## src/rtl/core/tcpq_pkg.sv

```systemverilog
// shared types and constants for the two-class priority queue
`default_nettype none

package tcpq_pkg;

  localparam int unsigned PERSON_ID_W = 16;
  localparam int unsigned COUNT_W     = 5;

  typedef enum logic [1:0] {
    REQ_INSERT       = 2'd0,
    REQ_SERVE_PREF   = 2'd1,
    REQ_SERVE_OLDEST = 2'd2,
    REQ_WITHDRAW     = 2'd3
  } req_e;

  typedef enum logic [2:0] {
    STAT_OK        = 3'd0,
    STAT_DUPLICATE = 3'd1,
    STAT_EMPTY     = 3'd2,
    STAT_NOT_FOUND = 3'd3,
    STAT_FULL      = 3'd4
  } status_e;

  typedef enum logic [2:0] {
    FSM_IDLE,
    FSM_WALK,
    FSM_UNLINK,
    FSM_ALLOC,
    FSM_DONE
  } fsm_e;

  typedef struct packed {
    req_e                   req_type;
    logic [PERSON_ID_W-1:0] person_id;
    logic                   is_preferential;
  } in_word_t;

  typedef struct packed {
    status_e                status;
    logic [PERSON_ID_W-1:0] served_id;
    logic                   served_preferential;
    logic [COUNT_W-1:0]     total_count;
    logic [COUNT_W-1:0]     preferential_count;
  } out_word_t;

endpackage

`default_nettype wire

```

## src/rtl/core/two_class_priority_queue.sv

```systemverilog
// two-class priority queue: linked arrival order over a slot store, walked by a sequencer
//
//   channel | direction | handshake             | word
//   --------+-----------+-----------------------+-------------------------------------------
//   in      | input     | in_valid_i/in_stall_o | in_word_i  (request, id, preferential flag)
//   out     | output    | out_valid_o/out_stall_i | out_word_o (status, served entry, counts)
//
// one request at a time; an insert or withdraw walks the arrival list one entry per
//   cycle through the slot memory read port
// serve-oldest unlinks the head; serve-preferential walks to the first preferential entry
// reset clears the list pointers, counts and free-slot bookkeeping; slot memories need no clear
// in_stall_o is high from acceptance until the result word moves into the output register
// the output register lets a new request in while the previous word waits on out_stall_i
`default_nettype none

module two_class_priority_queue #(
  parameter int unsigned CAPACITY = 16,
  parameter int unsigned ID_BITS  = 16
) (
  input  wire                       clk_i,
  input  wire                       rst_ni,
  input  wire                       in_valid_i,
  output logic                      in_stall_o,
  input  wire tcpq_pkg::in_word_t   in_word_i,
  output logic                      out_valid_o,
  input  wire                       out_stall_i,
  output tcpq_pkg::out_word_t       out_word_o
);

  import tcpq_pkg::*;

  // slot index, count and stored id widths
  localparam int unsigned IDX_W = (CAPACITY > 1) ? $clog2(CAPACITY) : 1;
  localparam int unsigned CNT_W = $clog2(CAPACITY + 1);
  localparam int unsigned SID_W = (ID_BITS < PERSON_ID_W) ? ID_BITS : PERSON_ID_W;

  // sequencer state
  fsm_e state_q, state_d;

  // latched request
  req_e             req_q, req_d;
  logic [SID_W-1:0] id_q, id_d;
  logic             pref_in_q, pref_in_d;

  // walk position
  logic [IDX_W-1:0] cur_q, cur_d;
  logic [IDX_W-1:0] prev_q, prev_d;
  logic             has_prev_q, has_prev_d;
  logic [CNT_W-1:0] step_q, step_d;

  // list bookkeeping
  logic [IDX_W-1:0] head_q, head_d;
  logic [IDX_W-1:0] tail_q, tail_d;
  logic [CNT_W-1:0] total_q, total_d;
  logic [CNT_W-1:0] pcnt_q, pcnt_d;

  // free slots: a stack of released slots plus a count of slots used so far
  logic [CNT_W-1:0] sp_q, sp_d;
  logic [CNT_W-1:0] fresh_q, fresh_d;

  // result of the current request
  status_e          status_q, status_d;
  logic [SID_W-1:0] srv_id_q, srv_id_d;
  logic             srv_pref_q, srv_pref_d;

  // output register
  logic      out_valid_q, out_valid_d;
  out_word_t out_word_q, out_word_d;

  // slot memories: {id, flag} and the next-slot link share one read address
  logic [SID_W:0]   data_mem [CAPACITY];
  logic [IDX_W-1:0] link_mem [CAPACITY];
  logic [IDX_W-1:0] free_mem [CAPACITY];

  logic             rd_en;
  logic [IDX_W-1:0] rd_addr;
  logic [SID_W:0]   data_rd_q;
  logic [IDX_W-1:0] link_rd_q;
  logic [IDX_W-1:0] free_rd_q;

  logic             dt_we;
  logic [IDX_W-1:0] dt_waddr;
  logic             lk_we;
  logic [IDX_W-1:0] lk_waddr;
  logic [IDX_W-1:0] lk_wdata;
  logic             fr_we;

  // shared decisions
  logic             accept;
  logic             empty;
  logic             full;
  logic             walk_hit;
  logic             walk_last;
  logic             can_load;
  logic [SID_W-1:0] rd_id;
  logic             rd_pref;
  logic [IDX_W-1:0] sp_top;
  logic [IDX_W-1:0] new_slot;

  assign in_stall_o  = (state_q != FSM_IDLE);
  assign accept      = in_valid_i && !in_stall_o;
  assign empty       = (total_q == '0);
  assign full        = (total_q == CNT_W'(CAPACITY));
  assign rd_id       = data_rd_q[SID_W:1];
  assign rd_pref     = data_rd_q[0];
  // the preferential search is the only walk that matches on the flag
  assign walk_hit    = (req_q == REQ_SERVE_PREF) ? rd_pref : (rd_id == id_q);
  assign walk_last   = (step_q == (total_q - CNT_W'(1)));
  assign can_load    = !out_valid_q || !out_stall_i;
  assign sp_top      = IDX_W'(sp_q - CNT_W'(1));
  // reuse a released slot first, otherwise the next never-used one
  assign new_slot    = (sp_q != '0) ? free_rd_q : fresh_q[IDX_W-1:0];
  assign out_valid_o = out_valid_q;
  assign out_word_o  = out_word_q;

  // next state
  always_comb begin
    state_d = state_q;
    case (state_q)
      FSM_IDLE: begin
        if (accept) begin
          case (in_word_i.req_type)
            REQ_INSERT:       state_d = empty ? FSM_ALLOC : FSM_WALK;
            REQ_SERVE_PREF: begin
              if (empty) begin
                state_d = FSM_DONE;
              end else if (pcnt_q != '0) begin
                state_d = FSM_WALK;
              end else begin
                state_d = FSM_UNLINK;
              end
            end
            REQ_SERVE_OLDEST: state_d = empty ? FSM_DONE : FSM_UNLINK;
            REQ_WITHDRAW:     state_d = empty ? FSM_DONE : FSM_WALK;
            default:          state_d = FSM_IDLE;
          endcase
        end
      end
      FSM_WALK: begin
        if (walk_hit) begin
          state_d = (req_q == REQ_INSERT) ? FSM_DONE : FSM_UNLINK;
        end else if (walk_last) begin
          case (req_q)
            REQ_INSERT:     state_d = FSM_ALLOC;
            REQ_SERVE_PREF: state_d = FSM_UNLINK;
            default:        state_d = FSM_DONE;
          endcase
        end
      end
      FSM_UNLINK: state_d = FSM_DONE;
      FSM_ALLOC:  state_d = FSM_DONE;
      FSM_DONE: begin
        if (can_load) begin
          state_d = FSM_IDLE;
        end
      end
      default: state_d = FSM_IDLE;
    endcase
  end

  // datapath and memory control
  always_comb begin
    req_d       = req_q;
    id_d        = id_q;
    pref_in_d   = pref_in_q;
    cur_d       = cur_q;
    prev_d      = prev_q;
    has_prev_d  = has_prev_q;
    step_d      = step_q;
    head_d      = head_q;
    tail_d      = tail_q;
    total_d     = total_q;
    pcnt_d      = pcnt_q;
    sp_d        = sp_q;
    fresh_d     = fresh_q;
    status_d    = status_q;
    srv_id_d    = srv_id_q;
    srv_pref_d  = srv_pref_q;
    out_valid_d = out_valid_q;
    out_word_d  = out_word_q;
    rd_en       = 1'b0;
    rd_addr     = cur_q;
    dt_we       = 1'b0;
    dt_waddr    = new_slot;
    lk_we       = 1'b0;
    lk_waddr    = tail_q;
    lk_wdata    = new_slot;
    fr_we       = 1'b0;

    // output word leaves once taken
    if (out_valid_q && !out_stall_i) begin
      out_valid_d = 1'b0;
    end

    case (state_q)
      FSM_IDLE: begin
        if (accept) begin
          req_d      = in_word_i.req_type;
          id_d       = in_word_i.person_id[SID_W-1:0];
          pref_in_d  = in_word_i.is_preferential;
          cur_d      = head_q;
          prev_d     = '0;
          has_prev_d = 1'b0;
          step_d     = '0;
          srv_id_d   = '0;
          srv_pref_d = 1'b0;
          status_d   = STAT_OK;
          // fetch the head entry right away
          rd_en      = 1'b1;
          rd_addr    = head_q;
          if (empty) begin
            case (in_word_i.req_type)
              REQ_SERVE_PREF,
              REQ_SERVE_OLDEST: status_d = STAT_EMPTY;
              REQ_WITHDRAW:     status_d = STAT_NOT_FOUND;
              default:          status_d = STAT_OK;
            endcase
          end
        end
      end
      FSM_WALK: begin
        if (walk_hit) begin
          // read data stays put for the unlink step
          if (req_q == REQ_INSERT) begin
            status_d = STAT_DUPLICATE;
          end
        end else if (walk_last) begin
          case (req_q)
            REQ_SERVE_PREF: begin
              // no preferential entry found: fall back to the oldest one
              cur_d      = head_q;
              prev_d     = '0;
              has_prev_d = 1'b0;
              rd_en      = 1'b1;
              rd_addr    = head_q;
            end
            REQ_WITHDRAW: status_d = STAT_NOT_FOUND;
            default:      status_d = status_q;
          endcase
        end else begin
          // follow the link straight from the read data
          prev_d     = cur_q;
          has_prev_d = 1'b1;
          cur_d      = link_rd_q;
          step_d     = step_q + CNT_W'(1);
          rd_en      = 1'b1;
          rd_addr    = link_rd_q;
        end
      end
      FSM_UNLINK: begin
        if (req_q != REQ_WITHDRAW) begin
          srv_id_d   = rd_id;
          srv_pref_d = rd_pref;
        end
        if (!has_prev_q) begin
          head_d = link_rd_q;
        end else begin
          lk_we    = 1'b1;
          lk_waddr = prev_q;
          lk_wdata = link_rd_q;
        end
        if (cur_q == tail_q) begin
          tail_d = prev_q;
        end
        total_d = total_q - CNT_W'(1);
        if (rd_pref) begin
          pcnt_d = pcnt_q - CNT_W'(1);
        end
        // release the slot
        fr_we = 1'b1;
        sp_d  = sp_q + CNT_W'(1);
      end
      FSM_ALLOC: begin
        if (full) begin
          status_d = STAT_FULL;
        end else begin
          dt_we = 1'b1;
          if (empty) begin
            head_d = new_slot;
          end else begin
            lk_we = 1'b1;
          end
          tail_d  = new_slot;
          total_d = total_q + CNT_W'(1);
          pcnt_d  = pcnt_q + {{(CNT_W-1){1'b0}}, pref_in_q};
          if (sp_q != '0) begin
            sp_d = sp_q - CNT_W'(1);
          end else begin
            fresh_d = fresh_q + CNT_W'(1);
          end
        end
      end
      FSM_DONE: begin
        if (can_load) begin
          out_valid_d                    = 1'b1;
          out_word_d.status              = status_q;
          out_word_d.served_id           = PERSON_ID_W'(srv_id_q);
          out_word_d.served_preferential = srv_pref_q;
          out_word_d.total_count         = COUNT_W'(total_q);
          out_word_d.preferential_count  = COUNT_W'(pcnt_q);
        end
      end
      default: begin
        out_valid_d = out_valid_q;
      end
    endcase
  end

  // control registers
  always_ff @(posedge clk_i or negedge rst_ni) begin
    if (!rst_ni) begin
      state_q     <= FSM_IDLE;
      head_q      <= '0;
      tail_q      <= '0;
      total_q     <= '0;
      pcnt_q      <= '0;
      sp_q        <= '0;
      fresh_q     <= '0;
      out_valid_q <= 1'b0;
    end else begin
      state_q     <= state_d;
      head_q      <= head_d;
      tail_q      <= tail_d;
      total_q     <= total_d;
      pcnt_q      <= pcnt_d;
      sp_q        <= sp_d;
      fresh_q     <= fresh_d;
      out_valid_q <= out_valid_d;
    end
  end

  // payload registers
  always_ff @(posedge clk_i) begin
    req_q      <= req_d;
    id_q       <= id_d;
    pref_in_q  <= pref_in_d;
    cur_q      <= cur_d;
    prev_q     <= prev_d;
    has_prev_q <= has_prev_d;
    step_q     <= step_d;
    status_q   <= status_d;
    srv_id_q   <= srv_id_d;
    srv_pref_q <= srv_pref_d;
    out_word_q <= out_word_d;
  end

  // slot data memory
  always_ff @(posedge clk_i) begin
    if (dt_we) begin
      data_mem[dt_waddr] <= {id_q, pref_in_q};
    end
    if (rd_en) begin
      data_rd_q <= data_mem[rd_addr];
    end
  end

  // slot link memory
  always_ff @(posedge clk_i) begin
    if (lk_we) begin
      link_mem[lk_waddr] <= lk_wdata;
    end
    if (rd_en) begin
      link_rd_q <= link_mem[rd_addr];
    end
  end

  // released-slot stack, top of stack read every cycle
  always_ff @(posedge clk_i) begin
    if (fr_we) begin
      free_mem[sp_q[IDX_W-1:0]] <= cur_q;
    end
    free_rd_q <= free_mem[sp_top];
  end

`ifndef ASSERT_OFF
  a_total_bound: assert property (@(posedge clk_i) disable iff (!rst_ni)
    total_q <= CNT_W'(CAPACITY))
    else $error("entry count beyond capacity");

  a_pref_bound: assert property (@(posedge clk_i) disable iff (!rst_ni)
    pcnt_q <= total_q)
    else $error("preferential count exceeds entry count");

  a_slot_balance: assert property (@(posedge clk_i) disable iff (!rst_ni)
    ({1'b0, total_q} + {1'b0, sp_q}) == {1'b0, fresh_q})
    else $error("held plus released slots differ from slots ever used");

  a_busy_after_accept: assert property (@(posedge clk_i) disable iff (!rst_ni)
    accept |=> (state_q != FSM_IDLE) && in_stall_o)
    else $error("sequencer idle right after taking a request");
`endif

endmodule

`default_nettype wire
```

## config.mk

```make
export PLATFORM = sky130hd
export DESIGN_NAME = two_class_priority_queue
export DESIGN_NICKNAME = d
export VERILOG_FILES = /design/src/rtl/core/tcpq_pkg.sv /design/src/rtl/core/two_class_priority_queue.sv
export SDC_FILE = /design/constraint.sdc
export NUM_CORES = 1
export LEC_CHECK = 0
export ABC_CLOCK_PERIOD_IN_PS = 4120
export BUFFER_PORTS_ARGS = -buffer_cell sky130_fd_sc_hd__buf_2
export CORE_UTILIZATION = 55
export CTS_CLUSTER_SIZE = 14
export DETAILED_ROUTE_END_ITERATION = 10
export PLACE_DENSITY = 0.72
export SLEW_MARGIN = 20
export SYNTH_ARGS = -nofsm -noshare
export SYNTH_HDL_FRONTEND = slang
export SYNTH_SLANG_ARGS = --single-unit
```

## constraint.sdc

```tcl
create_clock -name clk_i -period 4.12 [get_ports clk_i]
set_clock_uncertainty 0.05 [all_clocks]
set_input_delay 0.618 -clock clk_i [delete_from_list [all_inputs] [get_ports clk_i]]
set_output_delay 0.618 -clock clk_i [all_outputs]
set_load 0.01 [all_outputs]
```

==> impl_metrics.xml <==
<?xml version="1.0" encoding="UTF-8"?>
<metrics>
  <group name="run_status">
    <metric name="result_of_the_run" unit="">completed</metric>
  </group>
  <group name="synthesis">
    <metric name="yosys_warnings" unit="">0</metric>
    <metric name="synthesis.area" unit="mm2">0.0218</metric>
    <metric name="postSynthNetCount" unit="">1499</metric>
    <metric name="post_synth_num_cell_types" unit="">62</metric>
    <metric name="number_of_flops_mapped_to_enable_cells_by_yosys" unit="">500</metric>
    <metric name="synth_async_sr_flop_share" unit="%">5.75</metric>
    <metric name="ys_ff_latch" unit="">539</metric>
    <metric name="synth.avg_cell_area" unit="um2">14.9</metric>
    <metric name="synth_seq_area_share" unit="%">73.3</metric>
    <metric name="predominant_post_synthesis_flop_cell" unit="">sky130_fd_sc_hd__edfxtp_1</metric>
    <metric name="netlist_instances" unit="">1462</metric>
  </group>
  <group name="timing">
    <metric name="fin_setup_tns" unit="ps">0</metric>
    <metric name="finalCritPeriodShare" unit="%">95.9</metric>
    <metric name="max_clock_freq" unit="MHz">253</metric>
    <metric name="grt_setup_unrepaired" unit="">true</metric>
    <metric name="finalWorstPathRequiredPeriod" unit="ps">3950</metric>
    <metric name="relSlewSlack" unit="%">33.0</metric>
    <metric name="worst_pin_slew" unit="ps">1000</metric>
    <metric name="report.final.setup_viol" unit="">0</metric>
    <metric name="final_hold_violating_endpoints" unit="">0</metric>
    <metric name="slew_viol_final" unit="">0</metric>
  </group>
  <group name="hold_path">
    <metric name="timing.hold.worst.class" unit="">input pin to asynchronous set/reset pin</metric>
  </group>
  <group name="power">
    <metric name="vdd.ir_drop.worst" unit="uV">659</metric>
    <metric name="total_leakage_power" unit="nW">8.59</metric>
    <metric name="power.total" unit="mW">20.0</metric>
    <metric name="power_dens_cells" unit="mW/mm2">814</metric>
  </group>
  <group name="routing">
    <metric name="route.detailed.vias_per_inst" unit="">5.99</metric>
    <metric name="ant_nets" unit="">0</metric>
    <metric name="initial_drc_count" unit="">1265</metric>
    <metric name="detail_route.first_pass.iterations" unit="">5</metric>
    <metric name="avgRoutedWirePerCell" unit="um">22.6</metric>
    <metric name="dr_vias" unit="">12700</metric>
    <metric name="detailed_route_wire_length" unit="um">48000</metric>
    <metric name="drt_drc_violations_left" unit="">0</metric>
  </group>
  <group name="clocking">
    <metric name="cts_buffers" unit="">53</metric>
    <metric name="clkTransAtPathRegs" unit="ps">60</metric>
    <metric name="ctsRootBufferMaster" unit="">sky130_fd_sc_hd__clkbuf_16</metric>
    <metric name="cts.repair.resized" unit="">0</metric>
    <metric name="insertion_delay" unit="ps">620</metric>
    <metric name="cts.hold.buffers_added" unit="">0</metric>
    <metric name="cts_max_path_buffers" unit="">3</metric>
    <metric name="ctsHtreeMaxLevel" unit="">2</metric>
    <metric name="clock_tree_from_tritoncts" unit="">yes</metric>
    <metric name="clock-sinks" unit="">539</metric>
  </group>
  <group name="global_route">
    <metric name="grt_use_total" unit="%">24.0</metric>
    <metric name="number_of_antenna_violations_at_the_first_check_in_global_routing" unit="">2</metric>
    <metric name="grt-ovfl-total" unit="">0</metric>
    <metric name="grt_pass1_vias" unit="">12300</metric>
    <metric name="grt_start_max_net_pins" unit="">87</metric>
    <metric name="wire_length_of_the_first_global_routing_pass" unit="um">72900</metric>
  </group>
  <group name="floorplan">
    <metric name="chipHeight" unit="um">201</metric>
    <metric name="io_pins" unit="">55</metric>
    <metric name="placeableCoreArea" unit="mm2">0.0388</metric>
    <metric name="row_count" unit="">72</metric>
    <metric name="dieArea" unit="mm2">0.0404</metric>
    <metric name="overall_die_width" unit="um">201</metric>
    <metric name="initial_core_util" unit="%">56.1</metric>
  </group>
  <group name="final_layout">
    <metric name="fraction_of_layout_instances_using_a_drive_strength_above_1" unit="%">16.6</metric>
    <metric name="num-nets-final" unit="">1594</metric>
    <metric name="final_cell_area" unit="mm2">0.0246</metric>
    <metric name="area_growth" unit="%">13.0</metric>
    <metric name="layoutNonFillerInstCount" unit="">2120</metric>
  </group>
  <group name="place">
    <metric name="global_placement_routability_congestion" unit="">0.830</metric>
    <metric name="place_hpwl" unit="um">29000</metric>
    <metric name="cell_area_reported_after_detailed_placement" unit="mm2">0.0228</metric>
    <metric name="place.port_buffers" unit="">54</metric>
    <metric name="dp_cell_count" unit="">2016</metric>
  </group>
  <group name="worst_setup_path">
    <metric name="timing.critical_path.arrival" unit="ps">4370</metric>
    <metric name="worstSetupStartpointType" unit="">flip-flop</metric>
    <metric name="timing.critical_path.required" unit="ps">4540</metric>
    <metric name="criticalPathCategory" unit="">flip-flop to flip-flop</metric>
    <metric name="timing.critical_path.fanout_max" unit="">10</metric>
    <metric name="worstSetupEndpointType" unit="">flip-flop</metric>
  </group>
  <group name="run">
    <metric name="drv_cap" unit="">0</metric>
  </group>
</metrics>
==> flip-flops by register name, summed over array words and instances (netlist names), 4 cells and up <==
name,cells
head_q,4
total_q,5
pcnt_q,5
link_rd_q,4
id_q,16
step_q,5
link_mem,64
fresh_q,4
data_rd_q,17
data_mem,272
srv_id_q,16
prev_q,4
cur_q,4
sp_q,5
out_word_o,30
free_rd_q,4
tail_q,4
free_mem,64
==> final cells by class <==
| class | instances | area [um2] |
|---|---|---|
| fill | 2734 | 14200 |
| sequential | 539 | 16000 |
| tap | 518 | 648 |
| timing repair buffer | 114 | 796 |
| clock inverter | 33 | 364 |
| inverter | 14 | 55.1 |
| multi-input combinational | 835 | 5400 |
| antenna | 1 | 2.50 |
| clock buffer | 66 | 1390 |
==> where the power goes <==
| part | total (mW) | switching (mW) | internal, mW |
|---|---|---|---|
| Sequential | 7.95 | 0.654 | 7.30 |
| Combinational | 7.25 | 4.65 | 2.60 |
| Clock | 4.82 | 2.04 | 2.78 |
==> Yosys cell counts (2+ instances only) <==
master	instances	area share, %
sky130_fd_sc_hd__inv_1	9	0.16
sky130_fd_sc_hd__and3_1	4	0.11
sky130_fd_sc_hd__buf_1	2	0.034
sky130_fd_sc_hd__buf_4	15	0.52
sky130_fd_sc_hd__o32ai_1	3	0.12
sky130_fd_sc_hd__xnor2_1	18	0.72
sky130_fd_sc_hd__o21a_1	3	0.10
sky130_fd_sc_hd__or4_1	2	0.069
sky130_fd_sc_hd__nor2b_1	5	0.14
sky130_fd_sc_hd__buf_2	29	0.67
sky130_fd_sc_hd__xor2_1	33	1.3
sky130_fd_sc_hd__o21ai_0	29	0.67
sky130_fd_sc_hd__mux2_4	2	0.14
sky130_fd_sc_hd__mux2_2	8	0.41
sky130_fd_sc_hd__a31oi_1	6	0.17
sky130_fd_sc_hd__nor3_1	8	0.18
sky130_fd_sc_hd__nor2_2	2	0.057
sky130_fd_sc_hd__inv_2	4	0.069
sky130_fd_sc_hd__nand2b_1	10	0.29
sky130_fd_sc_hd__a21oi_1	105	2.4
sky130_fd_sc_hd__mux2i_1	49	2.3
sky130_fd_sc_hd__a21o_1	4	0.14
sky130_fd_sc_hd__ha_1	13	0.75
sky130_fd_sc_hd__a32oi_1	64	2.6
sky130_fd_sc_hd__o22ai_1	23	0.66
sky130_fd_sc_hd__edfxtp_1	500	69
sky130_fd_sc_hd__nand4_1	6	0.17
sky130_fd_sc_hd__nand2_1	260	4.5
sky130_fd_sc_hd__a22oi_1	12	0.41
sky130_fd_sc_hd__a22oi_2	10	0.57
sky130_fd_sc_hd__nor4_1	4	0.11
sky130_fd_sc_hd__buf_6	7	0.36
sky130_fd_sc_hd__a221oi_4	2	0.24
sky130_fd_sc_hd__nor3b_1	2	0.069
sky130_fd_sc_hd__dfrtp_1	31	3.6
sky130_fd_sc_hd__and2_1	22	0.63
sky130_fd_sc_hd__or2_2	3	0.086
sky130_fd_sc_hd__mux4_2	20	2.1
sky130_fd_sc_hd__dfxtp_1	8	0.74
sky130_fd_sc_hd__nand3_1	6	0.14
sky130_fd_sc_hd__nor2_1	77	1.3
sky130_fd_sc_hd__clkbuf_1	22	0.38
==> placed cells by master, fill, tap and decap left out, types with 33 or more instances in the layout <==
cell	count
sky130_fd_sc_hd__edfxtp_1	500
sky130_fd_sc_hd__nand2_1	260
sky130_fd_sc_hd__a21oi_1	104
sky130_fd_sc_hd__nor2_1	66
sky130_fd_sc_hd__a32oi_1	64
sky130_fd_sc_hd__buf_2	54
sky130_fd_sc_hd__buf_4	54
sky130_fd_sc_hd__clkbuf_16	53
sky130_fd_sc_hd__mux2i_1	49
sky130_fd_sc_hd__xor2_1	33
==> logic make-up after synthesis <==
logic type	count (synthesis)	share of synthesized area, %
and+or+nand+nor	421	8.39
AOI/OAI and AO/OA	269	8.37
adders and majority gates	14	0.839
DFF	539	73.3
xor gates and xnor gates	51	2.05
muxes	79	4.87
buffers and inverters	89	2.21
==> worst paths after layout <==
kind,startpoint,end,slack [ps],cells past startpoint
hold reg to reg,srv_id_q[0],out_word_o[11],370,0
max in group asynchronous,rst_ni,pcnt_q[1],3510,1
hold / removal,rst_ni,sp_q[0],20,1
setup reg to reg,total_q[1],data_rd_q[1],170,11
min in group clk_i,in_word_i[12],id_q[11],120,1
setup / recovery,total_q[1],data_rd_q[1],170,11
==> repair_timing <==
action / CTS / global route
hold endpoints to repair: 0 / 0
setup buffers: 0 / 3
setup endpoints to repair: 0 / 2
==> metal layers <==
layer	vias to the layer above	track usage (%)	wire length, um
li1	5744	-	-
met1	6267	34.7	20300
met2	604	36.9	22300
met3	88	4.51	4180
met4	0	7.69	1210
met5	-	0	0
==> worst max-delay path, stage by stage (launching register included) <==
cell and delay, ps:
sky130_fd_sc_hd__dfrtp_1 450, sky130_fd_sc_hd__inv_1 90, sky130_fd_sc_hd__ha_1 210, sky130_fd_sc_hd__nor3b_4 360, sky130_fd_sc_hd__xnor2_1 130, sky130_fd_sc_hd__or4_1 610, sky130_fd_sc_hd__mux2_4 390, sky130_fd_sc_hd__a221oi_4 340
sky130_fd_sc_hd__inv_2 140, sky130_fd_sc_hd__nor2_2 800, sky130_fd_sc_hd__a22oi_2 100, sky130_fd_sc_hd__nand2_1 120
==> per-stage QoR <==
stage	hold WS, ps	util, %	worst slack (ps)
global route	69.4	63.3	11.5
floorplan	272	-	604
detailed placement	355	58.8	263
CTS	30.7	63.3	227
finish	21.6	63.4	168
global placement	354	58.8	351
(Power assumes the default switching activity.)
